**config.mk**
```make
export PLATFORM = sky130hd
export DESIGN_NAME = resistance_emulation_loop_top
export DESIGN_NICKNAME = d
export VERILOG_FILES = /design/src/rtl/rel_pkg.sv /design/src/rtl/rel_ctrl.sv /design/src/rtl/rel_div.sv /design/src/rtl/rel_datapath.sv /design/src/rtl/resistance_emulation_loop_top.sv
export SDC_FILE = /design/constraint.sdc
export NUM_CORES = 2
export LEC_CHECK = 0
export ABC_AREA = 1
export BUFFER_PORTS_ARGS = -buffer_cell sky130_fd_sc_hd__buf_2
export CAP_MARGIN = 15
export CORE_UTILIZATION = 45
export DETAILED_ROUTE_END_ITERATION = 8
export MAX_ROUTING_LAYER = met4
export SETUP_SLACK_MARGIN = 0.2
export SLEW_MARGIN = 5
export SYNTH_ARGS = -nofsm -noshare
export SYNTH_HDL_FRONTEND = slang
export SYNTH_HIERARCHICAL = 1
export SYNTH_SLANG_ARGS = --single-unit
```
**constraint.sdc**
```tcl
create_clock -name i_clk -period 9.95 [get_ports i_clk]
set_input_delay 0.995 -clock i_clk [delete_from_list [all_inputs] [get_ports i_clk]]
set_output_delay 0.995 -clock i_clk [all_outputs]
set_load 0.05 [all_outputs]
```
**src/rtl/rel_pkg.sv**
```systemverilog
// Shared types, constants and register indexes for the resistance emulation loop.
package rel_pkg;

    localparam int RES_BITS            = 24;
    localparam int ADC_SCALE_BITS_DEF  = 28;
    localparam int COUNTER_WIDTH_DEF   = 16;
    localparam int DRIVE_OUT_W         = 28;
    localparam int COUNT_OUT_W         = 16;
    localparam int DAC_WORD_W          = 22;
    localparam int DAC_SPAN_W          = 20;
    localparam int CFG_IDX_W           = 3;

    localparam logic [DAC_SPAN_W-1:0] DAC_SPAN = 20'hffff0;
    localparam logic [DAC_WORD_W-1:0] DAC_BASE = 22'h300000;

    localparam logic [RES_BITS-1:0] LOAD_RES_RST  = 24'd100000;
    localparam logic [RES_BITS-1:0] SENSE_RES_RST = 24'd100000;
    localparam int                  NOISE_RST     = 100;
    localparam int                  MIN_LEVEL_RST = 78294;
    localparam int                  DEADBAND_RST  = 22370;

    localparam logic [CFG_IDX_W-1:0] CFG_LOAD_RES  = 3'd0;
    localparam logic [CFG_IDX_W-1:0] CFG_SENSE_RES = 3'd1;
    localparam logic [CFG_IDX_W-1:0] CFG_NOISE     = 3'd2;
    localparam logic [CFG_IDX_W-1:0] CFG_MIN_LEVEL = 3'd3;
    localparam logic [CFG_IDX_W-1:0] CFG_DEADBAND  = 3'd4;

    typedef enum logic [3:0] {
        ST_IDLE,
        ST_GATE,
        ST_MUL,
        ST_DIV_LOAD,
        ST_DIV,
        ST_TGT,
        ST_ERR,
        ST_CHECK,
        ST_ADD,
        ST_DAC_MUL,
        ST_DONE
    } t_state;

    typedef struct packed {
        logic capture;
        logic gate;
        logic mul;
        logic div_start;
        logic tgt;
        logic err;
        logic add;
        logic dac_mul;
        logic out_load;
    } t_cmd;

    typedef struct packed {
        logic gate_pass;
        logic div_done;
        logic err_pass;
        logic out_free;
    } t_sts;

endpackage

```
**src/rtl/rel_ctrl.sv**
```systemverilog
// Sequencer for one sample: gate, ratio, correction, DAC word, result hand-off.
module rel_ctrl
    import rel_pkg::*;
(
    input  logic i_clk,
    input  logic i_rst_n,
    input  logic i_in_valid,
    output logic o_in_ready,
    output t_cmd o_cmd,
    input  t_sts i_sts
);

    t_state r_state;
    t_state n_state;

    always_ff @(posedge i_clk) begin
        if (!i_rst_n) begin
            r_state <= ST_IDLE;
        end else begin
            r_state <= n_state;
        end
    end

    always_comb begin
        n_state = r_state;
        unique case (r_state)
            ST_IDLE:     if (i_in_valid) n_state = ST_GATE;
            ST_GATE:     n_state = i_sts.gate_pass ? ST_MUL : ST_DONE;
            ST_MUL:      n_state = ST_DIV_LOAD;
            ST_DIV_LOAD: n_state = ST_DIV;
            ST_DIV:      if (i_sts.div_done) n_state = ST_TGT;
            ST_TGT:      n_state = ST_ERR;
            ST_ERR:      n_state = ST_CHECK;
            ST_CHECK:    n_state = i_sts.err_pass ? ST_ADD : ST_DONE;
            ST_ADD:      n_state = ST_DAC_MUL;
            ST_DAC_MUL:  n_state = ST_DONE;
            ST_DONE:     if (i_sts.out_free) n_state = ST_IDLE;
            default:     n_state = ST_IDLE;
        endcase
    end

    always_comb begin
        o_cmd      = '0;
        o_in_ready = 1'b0;
        unique case (r_state)
            ST_IDLE: begin
                o_in_ready  = 1'b1;
                o_cmd.capture = i_in_valid;
            end
            ST_GATE:     o_cmd.gate      = 1'b1;
            ST_MUL:      o_cmd.mul       = 1'b1;
            ST_DIV_LOAD: o_cmd.div_start = 1'b1;
            ST_DIV:      ;
            ST_TGT:      o_cmd.tgt       = 1'b1;
            ST_ERR:      o_cmd.err       = 1'b1;
            ST_CHECK:    ;
            ST_ADD:      o_cmd.add       = 1'b1;
            ST_DAC_MUL:  o_cmd.dac_mul   = 1'b1;
            ST_DONE:     o_cmd.out_load  = i_sts.out_free;
            default:     ;
        endcase
    end

endmodule

```
**src/rtl/rel_div.sv**
```systemverilog
// Unsigned restoring divider, two quotient bits per cycle.
module rel_div
    import rel_pkg::*;
#(
    parameter int NUM_W = ADC_SCALE_BITS_DEF + RES_BITS,
    parameter int DEN_W = RES_BITS
) (
    input  logic             i_clk,
    input  logic             i_rst_n,
    input  logic             i_start,
    input  logic [NUM_W-1:0] i_num,
    input  logic [DEN_W-1:0] i_den,
    output logic             o_done,
    output logic [NUM_W-1:0] o_quot
);

    localparam int STEPS = (NUM_W + 1) / 2;
    localparam int PAD_W = 2 * STEPS;
    localparam int CNT_W = $clog2(STEPS + 1);

    logic             r_busy;
    logic [CNT_W-1:0] r_cnt;
    logic [PAD_W-1:0] r_acc;
    logic [DEN_W-1:0] r_rem;
    logic [DEN_W-1:0] r_den;
    logic [PAD_W-1:0] n_acc;
    logic [DEN_W-1:0] n_rem;

    // shift the next dividend bit into the remainder, subtract when it fits
    always_comb begin
        logic [DEN_W:0] v_shift;
        n_acc = r_acc;
        n_rem = r_rem;
        for (int k = 0; k < 2; k++) begin
            v_shift = {n_rem, n_acc[PAD_W-1]};
            n_acc   = {n_acc[PAD_W-2:0], 1'b0};
            if (v_shift >= {1'b0, r_den}) begin
                v_shift  = v_shift - {1'b0, r_den};
                n_acc[0] = 1'b1;
            end
            n_rem = v_shift[DEN_W-1:0];
        end
    end

    always_ff @(posedge i_clk) begin
        if (!i_rst_n) begin
            r_busy <= 1'b0;
            r_cnt  <= '0;
        end else if (i_start) begin
            r_busy <= 1'b1;
            r_cnt  <= CNT_W'(STEPS);
        end else if (r_busy) begin
            r_cnt <= r_cnt - 1'b1;
            if (r_cnt == CNT_W'(1)) begin
                r_busy <= 1'b0;
            end
        end
    end

    always_ff @(posedge i_clk) begin
        if (i_start) begin
            r_acc <= PAD_W'(i_num);
            r_rem <= '0;
            r_den <= i_den;
        end else if (r_busy) begin
            r_acc <= n_acc;
            r_rem <= n_rem;
        end
    end

    assign o_done = ~r_busy;
    assign o_quot = r_acc[NUM_W-1:0];

endmodule

```
**src/rtl/rel_datapath.sv**
```systemverilog
// Datapath: settings, sample gate, ratio multiply and divide, drive update, result register.
module rel_datapath
    import rel_pkg::*;
#(
    parameter int ADC_SCALE_BITS = ADC_SCALE_BITS_DEF,
    parameter int COUNTER_WIDTH  = COUNTER_WIDTH_DEF,
    parameter int CFG_W          = (ADC_SCALE_BITS > RES_BITS) ? ADC_SCALE_BITS : RES_BITS
) (
    input  logic                         i_clk,
    input  logic                         i_rst_n,
    input  logic                         i_cfg_wr_en,
    input  logic [CFG_IDX_W-1:0]         i_cfg_index,
    input  logic [CFG_W-1:0]             i_cfg_data,
    input  logic signed [ADC_SCALE_BITS:0] i_sense_sample,
    input  logic signed [ADC_SCALE_BITS:0] i_reference_sample,
    input  t_cmd                         i_cmd,
    output t_sts                         o_sts,
    output logic                         o_out_valid,
    input  logic                         i_out_ready,
    output logic                         o_sample_accepted,
    output logic                         o_dac_update,
    output logic [DAC_WORD_W-1:0]        o_dac_word,
    output logic [DRIVE_OUT_W-1:0]       o_drive_level_out,
    output logic [COUNT_OUT_W-1:0]       o_update_count
);

    localparam int S        = ADC_SCALE_BITS;
    localparam int SAMPLE_W = S + 1;
    localparam int STEP_W   = S + 2;
    localparam int RATIO_W  = RES_BITS + 1;
    localparam int PROD_W   = SAMPLE_W + RATIO_W;
    localparam int MAG_W    = S + RES_BITS;
    localparam int TGT_W    = MAG_W + 1;
    localparam int ERR_W    = MAG_W + 2;
    localparam int NEXT_W   = ERR_W + 1;
    localparam int DACP_W   = S + DAC_SPAN_W;

    localparam logic [S-1:0] DRIVE_MAX   = S'((64'd1199 << S) / 64'd1200);
    localparam logic [S-1:0] DRIVE_RESET = S'(64'd1 << (S - 1));
    localparam logic signed [NEXT_W-1:0] DRIVE_MAX_EXT = NEXT_W'(DRIVE_MAX);

    // settings
    logic [RES_BITS-1:0] r_load_res;
    logic [RES_BITS-1:0] r_sense_res;
    logic [S-1:0]        r_noise;
    logic [S-1:0]        r_min_level;
    logic [S-1:0]        r_deadband;

    // loop state
    logic signed [SAMPLE_W-1:0] r_prev;
    logic [S-1:0]               r_drive;
    logic [COUNTER_WIDTH-1:0]   r_count;

    // per-sample working registers
    logic signed [SAMPLE_W-1:0] r_sense;
    logic signed [SAMPLE_W-1:0] r_ref;
    logic signed [STEP_W-1:0]   r_step;
    logic signed [RATIO_W-1:0]  r_ratio;
    logic [RES_BITS-1:0]        r_divisor;
    logic signed [PROD_W-1:0]   r_prod;
    logic                       r_neg;
    logic signed [TGT_W-1:0]    r_target;
    logic signed [ERR_W-1:0]    r_err;
    logic [DACP_W-1:0]          r_dac_prod;
    logic                       r_accepted;
    logic                       r_updated;

    logic [STEP_W-1:0]         step_mag;
    logic [SAMPLE_W-1:0]       sense_mag;
    logic [ERR_W-1:0]          err_mag;
    logic [MAG_W-1:0]          prod_mag;
    logic [MAG_W-1:0]          quot;
    logic                      div_done;
    logic signed [NEXT_W-1:0]  drive_next;
    logic [S-1:0]              drive_clamped;
    logic [DAC_SPAN_W-1:0]     dac_code;
    logic [DAC_WORD_W-1:0]     dac_word;
    logic                      out_free;

    always_ff @(posedge i_clk) begin
        if (!i_rst_n) begin
            r_load_res  <= LOAD_RES_RST;
            r_sense_res <= SENSE_RES_RST;
            r_noise     <= S'(NOISE_RST);
            r_min_level <= S'(MIN_LEVEL_RST);
            r_deadband  <= S'(DEADBAND_RST);
        end else if (i_cfg_wr_en) begin
            unique case (i_cfg_index)
                CFG_LOAD_RES:  r_load_res  <= RES_BITS'(i_cfg_data);
                CFG_SENSE_RES: r_sense_res <= RES_BITS'(i_cfg_data);
                CFG_NOISE:     r_noise     <= S'(i_cfg_data);
                CFG_MIN_LEVEL: r_min_level <= S'(i_cfg_data);
                CFG_DEADBAND:  r_deadband  <= S'(i_cfg_data);
                default:       ;
            endcase
        end
    end

    assign step_mag  = r_step[STEP_W-1] ? (~r_step + 1'b1) : r_step;
    assign sense_mag = r_sense[SAMPLE_W-1] ? (~r_sense + 1'b1) : r_sense;
    assign err_mag   = r_err[ERR_W-1] ? (~r_err + 1'b1) : r_err;
    assign prod_mag  = r_prod[PROD_W-1] ? MAG_W'(~r_prod + 1'b1) : MAG_W'(r_prod);

    rel_div #(
        .NUM_W (MAG_W),
        .DEN_W (RES_BITS)
    ) u_div (
        .i_clk   (i_clk),
        .i_rst_n (i_rst_n),
        .i_start (i_cmd.div_start),
        .i_num   (prod_mag),
        .i_den   (r_divisor),
        .o_done  (div_done),
        .o_quot  (quot)
    );

    assign drive_next = $signed(NEXT_W'({1'b0, r_drive})) + NEXT_W'(r_err);

    always_comb begin
        priority if (drive_next > DRIVE_MAX_EXT) begin
            drive_clamped = DRIVE_MAX;
        end else if (drive_next[NEXT_W-1]) begin
            drive_clamped = '0;
        end else begin
            drive_clamped = drive_next[S-1:0];
        end
    end

    always_ff @(posedge i_clk) begin
        if (!i_rst_n) begin
            r_prev     <= '0;
            r_drive    <= DRIVE_RESET;
            r_count    <= '0;
            r_accepted <= 1'b0;
            r_updated  <= 1'b0;
        end else begin
            if (i_cmd.capture) begin
                r_prev <= i_sense_sample;
            end
            if (i_cmd.gate) begin
                r_accepted <= o_sts.gate_pass;
                r_updated  <= 1'b0;
            end
            if (i_cmd.add) begin
                r_drive   <= drive_clamped;
                r_count   <= r_count + 1'b1;
                r_updated <= 1'b1;
            end
        end
    end

    always_ff @(posedge i_clk) begin
        if (i_cmd.capture) begin
            r_sense   <= i_sense_sample;
            r_ref     <= i_reference_sample;
            r_step    <= STEP_W'(i_sense_sample) - STEP_W'(r_prev);
            r_ratio   <= $signed({1'b0, r_load_res}) - $signed({1'b0, r_sense_res});
            // a zero sense resistance divides by one
            r_divisor <= (r_sense_res == '0) ? RES_BITS'(1) : r_sense_res;
        end
        if (i_cmd.mul) begin
            r_prod <= r_sense * r_ratio;
        end
        if (i_cmd.div_start) begin
            r_neg <= r_prod[PROD_W-1];
        end
        if (i_cmd.tgt) begin
            r_target <= r_neg ? -$signed({1'b0, quot}) : $signed({1'b0, quot});
        end
        if (i_cmd.err) begin
            r_err <= ERR_W'(r_target) - ERR_W'(r_ref);
        end
        if (i_cmd.dac_mul) begin
            r_dac_prod <= DACP_W'(r_drive) * DACP_W'(DAC_SPAN);
        end
    end

    assign dac_code = DAC_SPAN_W'(r_dac_prod >> S) & DAC_SPAN;
    assign dac_word = r_updated ? (DAC_BASE + DAC_WORD_W'(dac_code)) : '0;

    // output stage: hold the result until the transaction completes
    assign out_free = ~o_out_valid | i_out_ready;

    always_ff @(posedge i_clk) begin
        if (!i_rst_n) begin
            o_out_valid <= 1'b0;
        end else if (i_cmd.out_load) begin
            o_out_valid <= 1'b1;
        end else if (i_out_ready) begin
            o_out_valid <= 1'b0;
        end
    end

    always_ff @(posedge i_clk) begin
        if (i_cmd.out_load) begin
            o_sample_accepted <= r_accepted;
            o_dac_update      <= r_updated;
            o_dac_word        <= dac_word;
            o_drive_level_out <= DRIVE_OUT_W'(r_drive);
            o_update_count    <= COUNT_OUT_W'(r_count);
        end
    end

    assign o_sts.gate_pass = (step_mag < STEP_W'(r_noise)) && (sense_mag >= SAMPLE_W'(r_min_level));
    assign o_sts.div_done  = div_done;
    assign o_sts.err_pass  = err_mag >= ERR_W'(r_deadband);
    assign o_sts.out_free  = out_free;

    a_drive_range: assert property (@(posedge i_clk) disable iff (!i_rst_n)
        r_drive <= DRIVE_MAX)
        else $error("drive level above clamp");

    a_update_needs_accept: assert property (@(posedge i_clk) disable iff (!i_rst_n)
        o_out_valid && o_dac_update |-> o_sample_accepted)
        else $error("DAC update without accepted sample");

    a_word_zero: assert property (@(posedge i_clk) disable iff (!i_rst_n)
        o_out_valid && !o_dac_update |-> o_dac_word == '0)
        else $error("DAC word set without update");

    a_count_step: assert property (@(posedge i_clk) disable iff (!i_rst_n)
        i_cmd.add |=> r_count == $past(r_count) + 1'b1)
        else $error("update counter did not advance");

    a_load_free: assert property (@(posedge i_clk) disable iff (!i_rst_n)
        i_cmd.out_load |-> out_free)
        else $error("result overwritten before transaction");

endmodule

```
**src/rtl/resistance_emulation_loop_top.sv**
```systemverilog
// Top level of the resistance emulation loop: controller plus datapath.
// Each transaction on the input carries a sense and a reference conversion; exactly one
// result follows per input. A sample that fails the noise/level gate goes straight to the
// result; an accepted sample passes the ratio multiply and divide and is corrected only
// when its error magnitude reaches the deadband. The divider retires two quotient bits
// per cycle. The next input is taken in the cycle after the result is loaded. One sample
// is processed at a time; the next input is taken while the previous result still waits
// in the output register, and the new result is held back until that transaction
// completes. Settings reset to 100000 mohm, 100000 mohm, 100, 78294 and 22370. The user
// must see that they are written only while idle; the block itself does not enforce this.
module resistance_emulation_loop_top
    import rel_pkg::*;
#(
    parameter int ADC_SCALE_BITS = ADC_SCALE_BITS_DEF,
    parameter int COUNTER_WIDTH  = COUNTER_WIDTH_DEF,
    parameter int CFG_W          = (ADC_SCALE_BITS > RES_BITS) ? ADC_SCALE_BITS : RES_BITS
) (
    input  logic                           i_clk,
    input  logic                           i_rst_n,
    input  logic                           i_cfg_wr_en,
    input  logic [CFG_IDX_W-1:0]           i_cfg_index,
    input  logic [CFG_W-1:0]               i_cfg_data,
    input  logic                           i_in_valid,
    output logic                           o_in_ready,
    input  logic signed [ADC_SCALE_BITS:0] i_sense_sample,
    input  logic signed [ADC_SCALE_BITS:0] i_reference_sample,
    output logic                           o_out_valid,
    input  logic                           i_out_ready,
    output logic                           o_sample_accepted,
    output logic                           o_dac_update,
    output logic [DAC_WORD_W-1:0]          o_dac_word,
    output logic [DRIVE_OUT_W-1:0]         o_drive_level_out,
    output logic [COUNT_OUT_W-1:0]         o_update_count
);

    t_cmd cmd;
    t_sts sts;

    rel_ctrl u_ctrl (
        .i_clk      (i_clk),
        .i_rst_n    (i_rst_n),
        .i_in_valid (i_in_valid),
        .o_in_ready (o_in_ready),
        .o_cmd      (cmd),
        .i_sts      (sts)
    );

    rel_datapath #(
        .ADC_SCALE_BITS (ADC_SCALE_BITS),
        .COUNTER_WIDTH  (COUNTER_WIDTH),
        .CFG_W          (CFG_W)
    ) u_datapath (
        .i_clk              (i_clk),
        .i_rst_n            (i_rst_n),
        .i_cfg_wr_en        (i_cfg_wr_en),
        .i_cfg_index        (i_cfg_index),
        .i_cfg_data         (i_cfg_data),
        .i_sense_sample     (i_sense_sample),
        .i_reference_sample (i_reference_sample),
        .i_cmd              (cmd),
        .o_sts              (sts),
        .o_out_valid        (o_out_valid),
        .i_out_ready        (i_out_ready),
        .o_sample_accepted  (o_sample_accepted),
        .o_dac_update       (o_dac_update),
        .o_dac_word         (o_dac_word),
        .o_drive_level_out  (o_drive_level_out),
        .o_update_count     (o_update_count)
    );

endmodule
```
==> out/summary.md <==
During placement, the flow inserted port buffers numbering 159. The clock arrives with 0.03764 ns of skew. Dividing the detail-routed via count by the number of cells gives 5.201.

After synthesis, the mean cell area works out to 8.055 µm². Total global routing track utilization: 0.2876. The startpoint identified for the worst register-to-register timing path is u_datapath/r_sense[28]$_DFFE_PP_.

On the critical path, the stage with the largest delay is an instance of fa_1. Counting cells, the worst reg-to-reg path comes to 24. The tools report the count of mapped cells out of synthesis as 9,788.

Derived from the worst setup path, the maximum achievable clock frequency is 0.1232 GHz. STA classifies the critical path startpoint as a register. The endpoint identified for the worst register-to-register timing path is u_datapath/r_prod[53]$_DFFE_PP_. The cell area after synthesis was 0.07884 mm².

The path with the worst hold slack has its endpoint at u_datapath/u_div/r_den[21]$_DFFE_PP_. The largest fanout on the critical path is 26, and the number of buffers created by CTS is 83. The final layout contains 11,420 nets. For the number of distinct library cells after synthesis, the log shows 74. For the sequential area share after synthesis, the log shows 0.2340.

The congestion estimate from routability-driven global placement came to 0.9782. After the flow finishes, the layout carries non-filler instances totaling 12,210. For this block, the initial DRC count from the detailed router was 4,767. TritonCTS built the clock tree. The detailed router placed 63,520 vias in this run.

The number of placed instances, taps included, is 12,050. The number of pins exceeding their max-slew limit in the final report was 0; the flop-to-flop setup slack was 1.83 ns. OpenSTA, run right after detailed placement, puts the worst setup slack at 1.825 ns.

Across the run, the number of max-cap violations was 0. In this run the post-CTS setup repair buffer count came out at 0. Measured along the y axis, the die boundary spans 420.6 µm. The area share of the largest cell type after synthesis is 0.2509, and the final cycle utilization of the critical path is 0.8156. Compared with the post-synthesis result, the final layout area differs by 7.618%. The count of flip-flops with a built-in enable after synthesis was 453. The worst hold path passes through 0 cells. The initial antenna violation count was 5. The worst path needs 8.115 ns of the cycle, external delays included.

During synthesis, Yosys emitted a total of 6 warnings. The die outline width works out to 420.6 µm. The kind of critical path was register to register. The most common cell in the synthesized netlist is nand2_1. Share of layout cells above drive strength 1: 0.05241. For this run, design rule violations remaining after detail routing come to 0. The first TritonRoute pass finished after 6 iterations. In this run, post-CTS hold repair placed 0 buffers. The data required time at the worst endpoint came out at 10.38 ns. Traced cell by cell, the critical path runs through nand2_1 -> inv_1 -> fa_1 -> fa_1 -> fa_1 -> inv_1 -> fa_1 -> inv_1 -> fa_1 -> inv_1 -> fa_1 -> inv_1 -> ha_1 -> a21oi_1 -> inv_1 -> a31oi_1 -> o21ai_0 -> a21oi_1 -> nand3_1 -> nand3_1 -> nand2_1 -> a21oi_1 -> o21ai_0 -> xor2_1. In this run the deepest clock path goes through 3 buffers. In the final timing run, aggregate negative setup slack is 0 ns. The worst setup path is captured at a register. The first global-routing pass estimated 377,300 µm of wire.

For the signal arrival time at the worst endpoint, the log shows 8.55 ns. The worst hold path belongs to the class register to register. 164 I/O pins were placed.

Sorting the synthesized cells by area gives the leading types as fa_1 25%, edfxtp_1 17%, nand2_1 11%. After detailed routing, the total wire length is 243,000 µm. The run gives 1.835 ns as the final worst-path setup slack. CTS placed an instance of clkbuf_16 at the clock tree root. The startpoint identified for the worst hold timing path is u_datapath/r_divisor[21]$_SDFFCE_PN0P_. At the pin with the least slew margin, the transition time is 1.179 ns. Longest individual stage delay on the worst path: 1.12 ns. Ranked by instance count, the synthesized netlist is headed by 2,234 x nand2_1, 2,146 x inv_1, 988 x fa_1. Share of flip-flops with an asynchronous set or reset after synthesis: 0.

The clock latency at the later pin of the worst-skew pair was 0.72 ns; the number of clock sinks seen by CTS was 695. The H-tree level count was 3; the hold violation total from the final report was 0. The synthesized design spends more area on one cell type than any other, namely fa_1. Setup violations remaining at the end of the flow were counted as 0. Entering global routing, the biggest net connects 85 pins. The via count of the first global-routing pass is 64,600. The run finished with clean final reports. Among all flip-flop cells after synthesis, the most frequent one is edfxtp_1.

The run gives 0.2141 as the relative slew slack. The routed length per placed instance is 19.90 µm, and the antenna violation net count after detailed routing is 0. Setup repair after global routing left no endpoint under its margin. In this run, post-CTS repair resized a total of 0 instances. The clock transition at the registers of the reported paths was 0.07 ns. Detailed placement ended at an HPWL of 197,900 µm. For the die footprint, the log shows 0.1769 mm². For the final global-route overflow total, the log shows 0. The tightest hold path in the finished design has a slack of 0.4187 ns. In this run the core area contains 153 standard-cell rows.

The effective utilization at floorplan is 0.4531, and the area inside the core boundary is 0.1740 mm². After synthesis the netlist holds a flip-flop and latch count of 695.
==> cell families after synthesis <==
| logic type | synth area share |
|---|---|
| AO/OA/AOI/OAI | 0.07833 |
| XOR/XNOR | 0.04663 |
| adder cells (fa/ha/maj) | 0.3342 |
| buffers and inverters | 0.1198 |
| flip-flops | 0.2340 |
| other | 0.00004756 |
| AND/OR/NAND/NOR | 0.1870 |
==> state kept, by name, indices dropped and copies added, names as in the netlist, 25 cells and up <==
signal                        count
u_datapath/u_div/o_quot          52
u_datapath/r_target              53
u_datapath/r_step                30
u_datapath/r_prod                53
u_datapath/r_deadband            28
u_datapath/r_noise               28
u_datapath/r_ref                 29
u_datapath/r_sense               29
u_datapath/r_err                 54
u_datapath/r_min_level           28
u_datapath/r_ratio               25
u_datapath/r_prev                29
u_datapath/r_drive               28
u_datapath/o_drive_level_out     28
==> final cells by class <==
class | instances | area [µm²]
timing repair buffer | 244 | 1456
sequential | 695 | 18450
fill | 17030 | 89170
clock inverter | 56 | 673.1
clock buffer | 98 | 2196
inverter | 2174 | 8163
tap | 2325 | 2909
antenna | 5 | 12.51
multi-input combinational | 6616 | 50990
==> worst max-delay path by stage <==
stage	startpoint	to	slack, ns
2_1_floorplan	i_in_valid	u_datapath/r_prev[25]$_SDFFE_PN0P_	0.79
3_3_place_gp	u_datapath/r_sense[28]$_DFFE_PP_	u_datapath/r_prod[53]$_DFFE_PP_	1.83
3_5_place_dp	u_datapath/r_sense[28]$_DFFE_PP_	u_datapath/r_prod[53]$_DFFE_PP_	1.82
4_1_cts	u_datapath/r_sense[28]$_DFFE_PP_	u_datapath/r_prod[53]$_DFFE_PP_	1.76
5_1_grt	u_datapath/r_sense[28]$_DFFE_PP_	u_datapath/r_prod[53]$_DFFE_PP_	1.32
6_report	u_datapath/r_sense[28]$_DFFE_PP_	u_datapath/r_prod[53]$_DFFE_PP_	1.83
==> worst max-delay path, delay by kind of cell, from the launching register on <==
family          cells  cell delay [ns]
flops               1             0.97
fa+ha+maj           7             4.18
simple gates        4             0.62
buf+inv             6             0.92
xor+xnor            1             0.15
compound gates      6             0.97
==> through the flow <==
stage                       util  cell area, µm²
after CTS                 0.4874           84810
after detailed placement  0.4709           81940
after floorplan                -           78850
final                     0.4876           84850
after global placement    0.4709           81940
after global routing      0.4875           84840
==> layout by cell type, fill, tap and decap left out, types with 21 or more instances in the layout <==
cell / Yosys / layout
nand2_2: 21 / 21
nor4_1: 40 / 40
inv_1: 2146 / 2143
inv_2: 18 / 21
nor2_1: 684 / 680
nand3_1: 286 / 286
dfxtp_1: 242 / 242
nor3_1: 87 / 87
xnor2_1: 154 / 154
clkbuf_16: 0 / 85
a31oi_1: 45 / 45
o21a_1: 24 / 24
o31ai_1: 21 / 21
nand2_1: 2234 / 2234
o211ai_1: 28 / 28
buf_2: 8 / 158
a21oi_1: 536 / 536
o21ai_0: 364 / 364
ha_1: 525 / 525
nand4_1: 88 / 88
buf_4: 17 / 85
fa_1: 988 / 988
edfxtp_1: 453 / 453
xor2_1: 262 / 262
==> per-layer routing <==
metal | routed length, µm | part of all wire | vias up | GRT usage
li1 | - | - | 30190 | -
met1 | 103300 | 0.42 | 30960 | 0.3652
met2 | 116000 | 0.48 | 1921 | 0.4709
met3 | 12810 | 0.053 | 452 | 0.02836
met4 | 10930 | 0.045 | 0 | 0.1170
met5 | 0 | 0 | - | -
Power is left out: the tool's default activity adds up to more than one toggle a clock period on the data nets, which glitch-free logic cannot reach.
